==> config.mk <==
export PLATFORM = sky130hd
export DESIGN_NAME = tcb_ctrl
export DESIGN_NICKNAME = d
export VERILOG_FILES = /design/src/hw/rtl/tcb_pkg.sv /design/src/hw/rtl/tcb_ctrl.sv
export SDC_FILE = /design/constraint.sdc
export NUM_CORES = 1
export LEC_CHECK = 0
export BUFFER_PORTS_ARGS = -buffer_cell sky130_fd_sc_hd__buf_2
export CAP_MARGIN = 25
export CORE_MARGIN = 3
export CORE_UTILIZATION = 50
export CTS_CLUSTER_DIAMETER = 30
export DETAILED_ROUTE_END_ITERATION = 12
export PLACE_DENSITY = 0.79
export SETUP_SLACK_MARGIN = 0.2
export SLEW_MARGIN = 0
export SYNTH_ARGS = -nofsm -noshare
export SYNTH_HDL_FRONTEND = slang
export SYNTH_SLANG_ARGS = --single-unit
==> constraint.sdc <==
create_clock -name clk -period 2.85 [get_ports clk]
set_input_delay 0.1425 -clock clk [delete_from_list [all_inputs] [get_ports clk]]
set_output_delay 0.1425 -clock clk [all_outputs]
set_load 0.05 [all_outputs]
==> src/hw/rtl/tcb_pkg.sv <==
// ----------------------------------------------------------------------------
// tcb_pkg
// Shared constants and types for the text console buffer: default screen
// geometry, reset values of cells and attribute, and the command codes.
// ----------------------------------------------------------------------------
package tcb_pkg;

	// default screen geometry
	localparam int COLS_DEF = 80;
	localparam int ROWS_DEF = 25;

	// cell and attribute reset values
	localparam logic [7:0]  TEXT_COLOR_RST = 8'h07;
	localparam logic [7:0]  BLANK_CHAR     = 8'h20;
	localparam logic [15:0] BLANK_CELL     = {TEXT_COLOR_RST, BLANK_CHAR};

	// command codes
	typedef enum logic [1:0] {
		MODE_PUT_CURSOR = 2'd0,
		MODE_PUT_POS    = 2'd1,
		MODE_CLEAR      = 2'd2,
		MODE_READ       = 2'd3
	} mode_t;

endpackage

==> src/hw/rtl/tcb_ctrl.sv <==
// ----------------------------------------------------------------------------
// tcb_ctrl
// Command sequencer of the text console buffer: decodes commands, keeps the
// cursor, drives the screen memory and walks it for clear, scroll and the
// clearing pass after reset.
// ----------------------------------------------------------------------------
module tcb_ctrl import tcb_pkg::*; #(
	parameter  int COLS  = COLS_DEF,
	parameter  int ROWS  = ROWS_DEF,
	localparam int CELLS = COLS * ROWS,
	localparam int AW    = $clog2(CELLS)
) (
	input  logic          clk,
	input  logic          arst_n,
	// command side
	input  logic          start,
	output logic          busy,
	input  logic [1:0]    mode,
	input  logic [7:0]    char_code,
	input  logic [7:0]    cell_color,
	input  logic [7:0]    column,
	input  logic [6:0]    row,
	input  logic [7:0]    text_color,
	// result side
	output logic          done,
	output logic [7:0]    cursor_col,
	output logic [6:0]    cursor_line,
	output logic [15:0]   cell_value,
	output logic          scrolled,
	output logic          bad_position,
	// screen memory
	output logic          mem_we,
	output logic [AW-1:0] mem_waddr,
	output logic [15:0]   mem_wdata,
	output logic [AW-1:0] mem_raddr,
	input  logic [15:0]   mem_rdata
);

	localparam int COPY = COLS * (ROWS - 1);
	localparam logic [AW-1:0] LAST_IDX = AW'(CELLS - 1);
	localparam logic [AW-1:0] LAST_CP  = AW'(COPY - 1);

	typedef enum logic [5:0] {
		ST_INIT   = 6'b000001,
		ST_IDLE   = 6'b000010,
		ST_READ   = 6'b000100,
		ST_CLEAR  = 6'b001000,
		ST_SCROLL = 6'b010000,
		ST_ZERO   = 6'b100000
	} state_t;

	state_t          state_q;
	logic [AW-1:0]   idx_q;
	logic [7:0]      cur_col_q;
	logic [6:0]      cur_row_q;
	logic            done_q;
	logic [15:0]     value_q;
	logic            scrolled_q;
	logic            bad_q;
	logic            cp_vld_s1;
	logic [AW-1:0]   cp_idx_s1;

	logic            accept;
	logic            in_bounds;
	logic [AW-1:0]   pos_addr;
	logic [AW-1:0]   cur_addr;
	logic [8:0]      col_inc;
	logic [7:0]      row_inc;
	logic            wrap;
	logic            last_row;

	// decode the command and cursor step
	assign accept    = start && (state_q == ST_IDLE);
	assign in_bounds = ({1'b0, column} < 9'(COLS)) && ({1'b0, row} < 8'(ROWS));
	assign pos_addr  = AW'(row) * AW'(COLS) + AW'(column);
	assign cur_addr  = AW'(cur_row_q) * AW'(COLS) + AW'(cur_col_q);
	assign col_inc   = {1'b0, cur_col_q} + 9'd1;
	assign row_inc   = {1'b0, cur_row_q} + 8'd1;
	assign wrap      = col_inc >= 9'(COLS);
	assign last_row  = row_inc >= 8'(ROWS);

	// drive the screen memory
	always_comb begin
		mem_we    = 1'b0;
		mem_waddr = idx_q;
		mem_wdata = '0;
		mem_raddr = pos_addr;
		unique case (state_q)
			ST_INIT: begin
				mem_we    = 1'b1;
				mem_wdata = BLANK_CELL;
			end
			ST_CLEAR: begin
				mem_we    = 1'b1;
				mem_wdata = {text_color, BLANK_CHAR};
			end
			ST_IDLE: begin
				if (accept) begin
					unique case (mode_t'(mode))
						MODE_PUT_CURSOR: begin
							mem_we    = 1'b1;
							mem_waddr = cur_addr;
							mem_wdata = {text_color, char_code};
						end
						MODE_PUT_POS: begin
							mem_we    = in_bounds;
							mem_waddr = pos_addr;
							mem_wdata = {cell_color, char_code};
						end
						MODE_CLEAR, MODE_READ: begin
						end
						default: begin
						end
					endcase
				end
			end
			ST_SCROLL: begin
				// read one row ahead, write back the word read last cycle
				mem_raddr = idx_q + AW'(COLS);
				if (cp_vld_s1) begin
					mem_we    = 1'b1;
					mem_waddr = cp_idx_s1;
					mem_wdata = mem_rdata;
				end
			end
			ST_ZERO: begin
				mem_we = 1'b1;
				if (cp_vld_s1) begin
					mem_waddr = cp_idx_s1;
					mem_wdata = mem_rdata;
				end
			end
			ST_READ: begin
			end
			default: begin
			end
		endcase
	end

	// sequence commands, sweeps and results
	always_ff @(posedge clk or negedge arst_n) begin
		if (!arst_n) begin
			state_q    <= ST_INIT;
			idx_q      <= '0;
			cur_col_q  <= '0;
			cur_row_q  <= '0;
			done_q     <= 1'b0;
			value_q    <= '0;
			scrolled_q <= 1'b0;
			bad_q      <= 1'b0;
			cp_vld_s1  <= 1'b0;
			cp_idx_s1  <= '0;
		end else begin
			done_q    <= 1'b0;
			cp_vld_s1 <= 1'b0;
			unique case (state_q)
				ST_INIT: begin
					idx_q <= idx_q + AW'(1);
					if (idx_q == LAST_IDX) begin
						idx_q   <= '0;
						state_q <= ST_IDLE;
					end
				end
				ST_IDLE: begin
					if (accept) begin
						value_q    <= '0;
						scrolled_q <= 1'b0;
						bad_q      <= 1'b0;
						unique case (mode_t'(mode))
							MODE_PUT_CURSOR: begin
								if (wrap) begin
									cur_col_q <= '0;
									if (last_row) begin
										cur_row_q <= 7'(ROWS - 1);
										idx_q     <= '0;
										state_q   <= ST_SCROLL;
									end else begin
										cur_row_q <= row_inc[6:0];
										done_q    <= 1'b1;
									end
								end else begin
									cur_col_q <= col_inc[7:0];
									done_q    <= 1'b1;
								end
							end
							MODE_PUT_POS: begin
								bad_q  <= !in_bounds;
								done_q <= 1'b1;
							end
							MODE_CLEAR: begin
								cur_col_q <= '0;
								cur_row_q <= '0;
								idx_q     <= '0;
								state_q   <= ST_CLEAR;
							end
							MODE_READ: begin
								if (in_bounds) begin
									state_q <= ST_READ;
								end else begin
									bad_q  <= 1'b1;
									done_q <= 1'b1;
								end
							end
							default: begin
							end
						endcase
					end
				end
				ST_READ: begin
					value_q <= mem_rdata;
					done_q  <= 1'b1;
					state_q <= ST_IDLE;
				end
				ST_CLEAR: begin
					idx_q <= idx_q + AW'(1);
					if (idx_q == LAST_IDX) begin
						idx_q   <= '0;
						done_q  <= 1'b1;
						state_q <= ST_IDLE;
					end
				end
				ST_SCROLL: begin
					cp_vld_s1 <= 1'b1;
					cp_idx_s1 <= idx_q;
					idx_q     <= idx_q + AW'(1);
					if (idx_q == LAST_CP) begin
						state_q <= ST_ZERO;
					end
				end
				ST_ZERO: begin
					// hold the index while the last copied word drains
					if (!cp_vld_s1) begin
						idx_q <= idx_q + AW'(1);
						if (idx_q == LAST_IDX) begin
							idx_q      <= '0;
							scrolled_q <= 1'b1;
							done_q     <= 1'b1;
							state_q    <= ST_IDLE;
						end
					end
				end
				default: begin
					state_q <= ST_IDLE;
				end
			endcase
		end
	end

	assign busy         = (state_q != ST_IDLE);
	assign done         = done_q;
	assign cursor_col   = cur_col_q;
	assign cursor_line  = cur_row_q;
	assign cell_value   = value_q;
	assign scrolled     = scrolled_q;
	assign bad_position = bad_q;

	// a result is only given once the sequencer is back at rest
	a_done_idle: assert property (@(posedge clk) disable iff (!arst_n)
		done_q |-> (state_q == ST_IDLE))
		else $error("result strobe outside idle");

	// the cursor never leaves the screen
	a_cursor_range: assert property (@(posedge clk) disable iff (!arst_n)
		({1'b0, cur_col_q} < 9'(COLS)) && ({1'b0, cur_row_q} < 8'(ROWS)))
		else $error("cursor off screen");

	// a scroll leaves the cursor at the start of the bottom row
	a_scroll_home: assert property (@(posedge clk) disable iff (!arst_n)
		(done_q && scrolled_q) |-> (cur_col_q == '0) && (cur_row_q == 7'(ROWS - 1)))
		else $error("cursor misplaced after scroll");

	// a valid read command moves to the read state to wait for the memory word
	a_read_wait: assert property (@(posedge clk) disable iff (!arst_n)
		(accept && (mode == MODE_READ) && in_bounds) |=> (state_q == ST_READ))
		else $error("read command did not wait for memory");

	// a copied word is only pending during the scroll walk
	a_copy_walk: assert property (@(posedge clk) disable iff (!arst_n)
		cp_vld_s1 |-> ((state_q == ST_SCROLL) || (state_q == ST_ZERO)))
		else $error("copy word pending outside scroll");

endmodule

; ---- Word level (Yosys, flattened, before mapping)
; Cells that the tools add are included.
[totals]
regBits = 63
latchBits = 0
in_bits = 60
n_memories = 0
ramBits = 0
rom_bits = 0
[classes]
eq_ne = 22
n_shift = 0
n_reduce_logical = 18
n_div = 0
n_bitwise = 0
n_mul = 2
magnitude_cmp = 4
addsub = 6
mux = 50
[ops]
columns = op, count
row1 = $mux W11, 8
row2 = $pmux W11 S2, 3
row3 = $pmux W16 S2, 2
row4 = $pmux W16 S4, 1
row5 = $mux W16, 3
row6 = $pmux W11 S4, 1
row7 = $mux W6, 7
row8 = $pmux W6 S4, 1
row9 = $add A11 B8 Y11, 2
row10 = $eq A11 B11 Y1 const B, 2
row11 = $pmux W6 S3, 1
row12 = $pmux W8 S2, 1
row13 = $mul A7 B3 Y7 const B, 2
row14 = $mux W7, 2
row15 = $pmux W7 S2, 1
row16 = $mux W1, 12
row17 = $add A11 B1 Y11 const B, 1
row18 = $add A11 B7 Y11 const B, 1
row19 = $ne A2 B2 Y1 const B, 5
row20 = $add A8 B1 Y9 const B, 1
row21 = $ge A9 B7 Y1 const B, 1
row22 = $ne A3 B3 Y1 const B, 3
row23 = $add A7 B1 Y8 const B, 1
row24 = $ge A8 B5 Y1 const B, 1
row25 = 29 further kinds, 39

; ---- Depth between registers and ports, before layout
[depth]
depth_word = 7
depth_mapped = 9

; ---- Worst setup path before layout
; OpenSTA, ideal clock, no wires.
[synth_timing]
kind = register to output
start = reg cur_row_q[1], in the netlist cursor_line[1]
end = out mem_waddr[8]
path_slack_ps = -505
t_required_ps = 2707
stages_incl_launch_ff = 8
n_path_buf = 0
t_arrival_ps = 3213
cell_sequence = dfrtp_1 > ha_1 > ha_1 > fa_1 > xor2_1 > nor2_1 > a21oi_1 > o21ai_0
[synth_via]
elab_chain_len = 5
[synth_rtl]
columns = element, line
row1 = from (decl), tcb_ctrl.sv:55  ; logic [6:0] cur_row_q;
row2 = from (signal assigned), tcb_ctrl.sv:174  ; cur_row_q <= 7'(ROWS - 1);
row3 = from (signal assigned), tcb_ctrl.sv:178  ; cur_row_q <= row_inc[6:0];
row4 = $mul A7 B3 Y7, tcb_ctrl.sv:76  ; assign cur_addr = AW'(cur_row_q) * AW'(COLS) + AW'(cur_col_q);
row5 = $add A11 B8 Y11, tcb_ctrl.sv:76
row6 = $pmux W11 S2, tcb_ctrl.sv:99  ; unique case (mode_t'(mode))
row7 = $mux W11, tcb_ctrl.sv:98  ; if (accept) begin
row8 = $pmux W11 S2, tcb_ctrl.sv:88  ; unique case (state_q)
row9 = to (decl), tcb_ctrl.sv:33  ; output logic [AW-1:0] mem_waddr,
; No other way between the ends.

; ---- Final worst setup path
[layout_timing]
start = reg state_q[2]
end = out mem_waddr[8]
[layout_via]
elab_chain_len = 4
elab_cells_between_ends = 7
[layout_rtl]
columns = element, line
row1 = from (decl), tcb_ctrl.sv:52  ; state_t state_q;
row2 = from (signal assigned), tcb_ctrl.sv:143  ; state_q <= ST_INIT;
row3 = from (signal assigned), tcb_ctrl.sv:161  ; state_q <= ST_IDLE;
row4 = from (signal assigned), tcb_ctrl.sv:176  ; state_q <= ST_SCROLL;
row5 = $eq A6 B2 Y1, "tcb_ctrl.sv:73, tcb_ctrl.sv:88"
row6 = $logic_and A1 B1 Y1, tcb_ctrl.sv:73  ; assign accept = start && (state_q == ST_IDLE);
row7 = $mux W11, tcb_ctrl.sv:98
row8 = $pmux W11 S2 (*), tcb_ctrl.sv:88
; Mark *: on every way between the ends. The rest lies on a longest branch, timed or not.

==> impl_metrics.py <==
metrics = {
    "worst_setup_path": {
        "crit_top_cell": "buf_4",
        "cp_top_family": "simple AND/OR/NAND/NOR gates",
        "crit_type": "flop to output port",
        "crit_arrival_ns": 2.58,
        "critPathSlowestCell": "or4_4",
        "start_kind": "flop",
        "worst-path-buf-inv": 2,
        "end_kind": "output port",
        "critPathRequiredTime_ns": 2.71,
        "critPathMaxStageDelay_ns": 0.62,
        "crit_fanout": 5,
        "crit_chain": "or4_4 -> nor4_4 -> nor2_2 -> buf_4 -> a22oi_1 -> o21ai_2 -> buf_4",
    },
    "power": {
        "p_sw_mw": 3.07,
        "combPwrFrac": 0.638,
        "p_total_mw": 5.78,
        "p_int_mw": 2.72,
        "p_per_area_nw_per_um2": 938,
        "sequentialPowerShare": 0.229,
        "leakagePower_nw": 3.14,
        "power_frac_clock": 0.133,
        "peakVddDrop_mv": 0.461,
        "power.share.switching": 0.530,
    },
    "timing": {
        "post-route-min-period_ns": 2.72,
        "drv_slew": 0,
        "post-route-period-util": 0.954,
        "hold_viol_final": 0,
        "maxSlewHeadroom": 0.453,
        "fin_ws_ns": 0.130,
        "tns_ns": 0,
        "finalSetupViolCount": 0,
        "skew_ns": 0.0110,
        "holdWs_ns": 0.0346,
        "max_freq_mhz": 368,
        "rsz0062_at_grt": "yes",
        "tightest_slew_ns": 0.821,
    },
    "floorplan": {
        "fp.dieW_um": 103,
        "initial_core_util": 0.527,
        "std_cell_rows": 34,
        "die_area_um2": 10600,
        "die_h_um": 103,
        "io_pins": 134,
        "core_um2": 8930,
    },
    "synthesis": {
        "ys.flop_type": "dfrtp_1",
        "syn_nets": 636,
        "synth.distinct_cells": 68,
        "yosysSeqAreaShare": 0.335,
        "synth-edff-count": 0,
        "avgSynthCellArea_um2": 8.68,
        "synth_area_um2": 4710,
        "synth_most_common_cell": "nand2_1",
        "async_flop_share": 1.00,
        "yosys-top-cells-count": "nand2_1 (87), dfrtp_1 (62), o21ai_0 (37)",
        "synth_top_area_frac": 0.330,
        "synthTopCellsByArea": "dfrtp_1 (33%), ha_1 (8.0%), nand2_1 (6.9%)",
        "synth_top_area_cell": "dfrtp_1",
        "syn_inst": 542,
        "ys_warn_count": 0,
        "synth_seq_cells": 63,
    },
    "clock_network": {
        "cts-root-buf": "clkbuf_8",
        "htree_levels": 3,
        "clkTransAtPathRegs_ns": 0.07,
        "cts_sinks": 63,
        "cts_buffers": 9,
        "insertion_delay_ns": 0.35,
        "clock_path_buffers": 2,
        "cts_tree": "built",
    },
    "placed_design": {
        "io_buffers": 133,
        "place_hpwl_um": 10900,
        "dp_slack_ns": 0.187,
        "routabilityCongestion": 0.944,
    },
    "finish": {
        "fin_util": 0.690,
        "area_growth_pct": 30.9,
        "diodes": 0,
        "final_nets": 786,
        "layout-drive-gt1-share": 0.352,
    },
    "job": {
        "maxCapViolations": 0,
    },
    "detailed_routing": {
        "drc": 0,
        "wl_per_cell_um": 18.9,
        "vias_per_cell": 6.13,
        "drtAntennaViolNets": 0,
        "drtIter0Drc": 405,
        "dr_total_vias": 4935,
        "finalWirelength_um": 15200,
        "drt-pass1-iter-count": 6,
    },
    "run_status": {
        "status": "complete, no violations",
    },
    "global_route": {
        "first_global_vias": 4741,
        "overflow": 0,
        "gr-usage-all-layers": 0.281,
        "grt_antenna_before_repair": 0,
        "grt_max_degree": 64,
        "grt_pass1_wl_um": 23400,
    },
    "hold_path": {
        "hp-class": "input pin to flop",
    },
}
-- power by group through the flow --
| stage | logic, mW | clock network (mW) | registers [mW] |
|---|---|---|---|
| floorplan | 1.94 | 0 | 1.86 |
| global placement | 3.21 | 0 | 1.34 |
| detailed placement | 3.27 | 0 | 1.36 |
| CTS | 3.50 | 0.778 | 1.32 |
| global route | 3.93 | 0.819 | 1.35 |
| finish | 3.69 | 0.766 | 1.32 |
-- layout by cell type, fill, tap and decap left out, types with 5 or more instances in the layout --
master	n
buf_2	110
nand2_1	84
dfrtp_1	54
buf_4	36
o21ai_0	33
nor2_1	28
a22o_1	24
a21oi_1	24
ha_1	24
inv_1	19
nand3_1	19
buf_6	15
a21o_1	13
xnor2_1	12
nor3_1	11
nor2b_1	9
xor2_1	9
clkbuf_8	9
dfrtp_2	8
nand2b_1	7
a222oi_1	5
and3_1	5
o31ai_1	5
ha_4	5
-- layout make-up --
| type | instances | area, µm² |
|---|---|---|
| well taps | 108 | 135 |
| multi-input cells | 431 | 3130 |
| repair buffers | 167 | 1040 |
| flip-flops and latches | 63 | 1590 |
| clock buffers | 10 | 128 |
| fillers | 708 | 2770 |
| clock inverters | 6 | 61.3 |
| inverters | 20 | 78.8 |
-- cell families (layout without fill, tap and decap cells) --
group	count (synthesis)	in the layout	synth area share
xor+xnor	23	23	0.0428
compound gates	162	162	0.247
simple gates	202	203	0.214
mux	9	9	0.0218
buf+inv	49	203	0.0425
fa+ha+maj	34	34	0.0968
flops	63	63	0.335
-- timing repair --
action	CTS	global route
gates cloned	0	1
endpoints found under the hold margin	10	0
pin swaps	11	12
setup buffers	12	3
endpoints found under the setup margin	29	41
resized for setup	35	61
hold buffers	1	0
-- stage by stage --
step           instance area, µm²  std cells
2_1_floorplan                4720        542
3_3_place_gp                 5520        771
3_5_place_dp                 5530        772
4_1_cts                      5950        801
5_1_grt                      6160        805
6_report                     6160        805
-- flip-flops by register name (all words and copies together) (netlist names) --
name and count:
bad_position 1, cell_value 16, cp_idx_s1 11, cp_vld_s1 1
cursor_col 8, cursor_line 7, done 1, idx_q 11
scrolled 1, state_q 6
-- worst reg2reg max path: stages (launching register included) --
cell     delay (ns)
dfrtp_2        0.44
or4_4          0.62
nor4_1         0.33
o21ai_0        0.23
o32ai_4        0.32
nor2b_4        0.11
mux2_4         0.31
-- path summary, 6_finish.rpt --
kind | start | endpoint | slack [ns] | cells past startpoint
min reg2reg | cp_idx_s1[10] | cp_idx_s1[10] | 0.49 | 2
min | mem_rdata[2] | cell_value[2] | 0.03 | 2
max reg2reg | state_q[2] | state_q[3] | 0.38 | 6
max | state_q[2] | mem_waddr[8] | 0.13 | 7
min in group asynchronous | arst_n | cell_value[6] | 0.52 | 3
max in group asynchronous | arst_n | cursor_line[3] | 1.72 | 3
-- per-layer routing --
| layer | part of all wire | GRT usage | routed length, µm | vias up |
|---|---|---|---|---|
| li1 | - | - | - | 2274 |
| met1 | 0.40 | 0.345 | 6110 | 2344 |
| met2 | 0.48 | 0.478 | 7250 | 268 |
| met3 | 0.078 | 0.0426 | 1190 | 49 |
| met4 | 0.044 | 0.144 | 671 | 0 |
| met5 | 0 | 0 | 0 | - |
(Power assumes the default switching activity.)
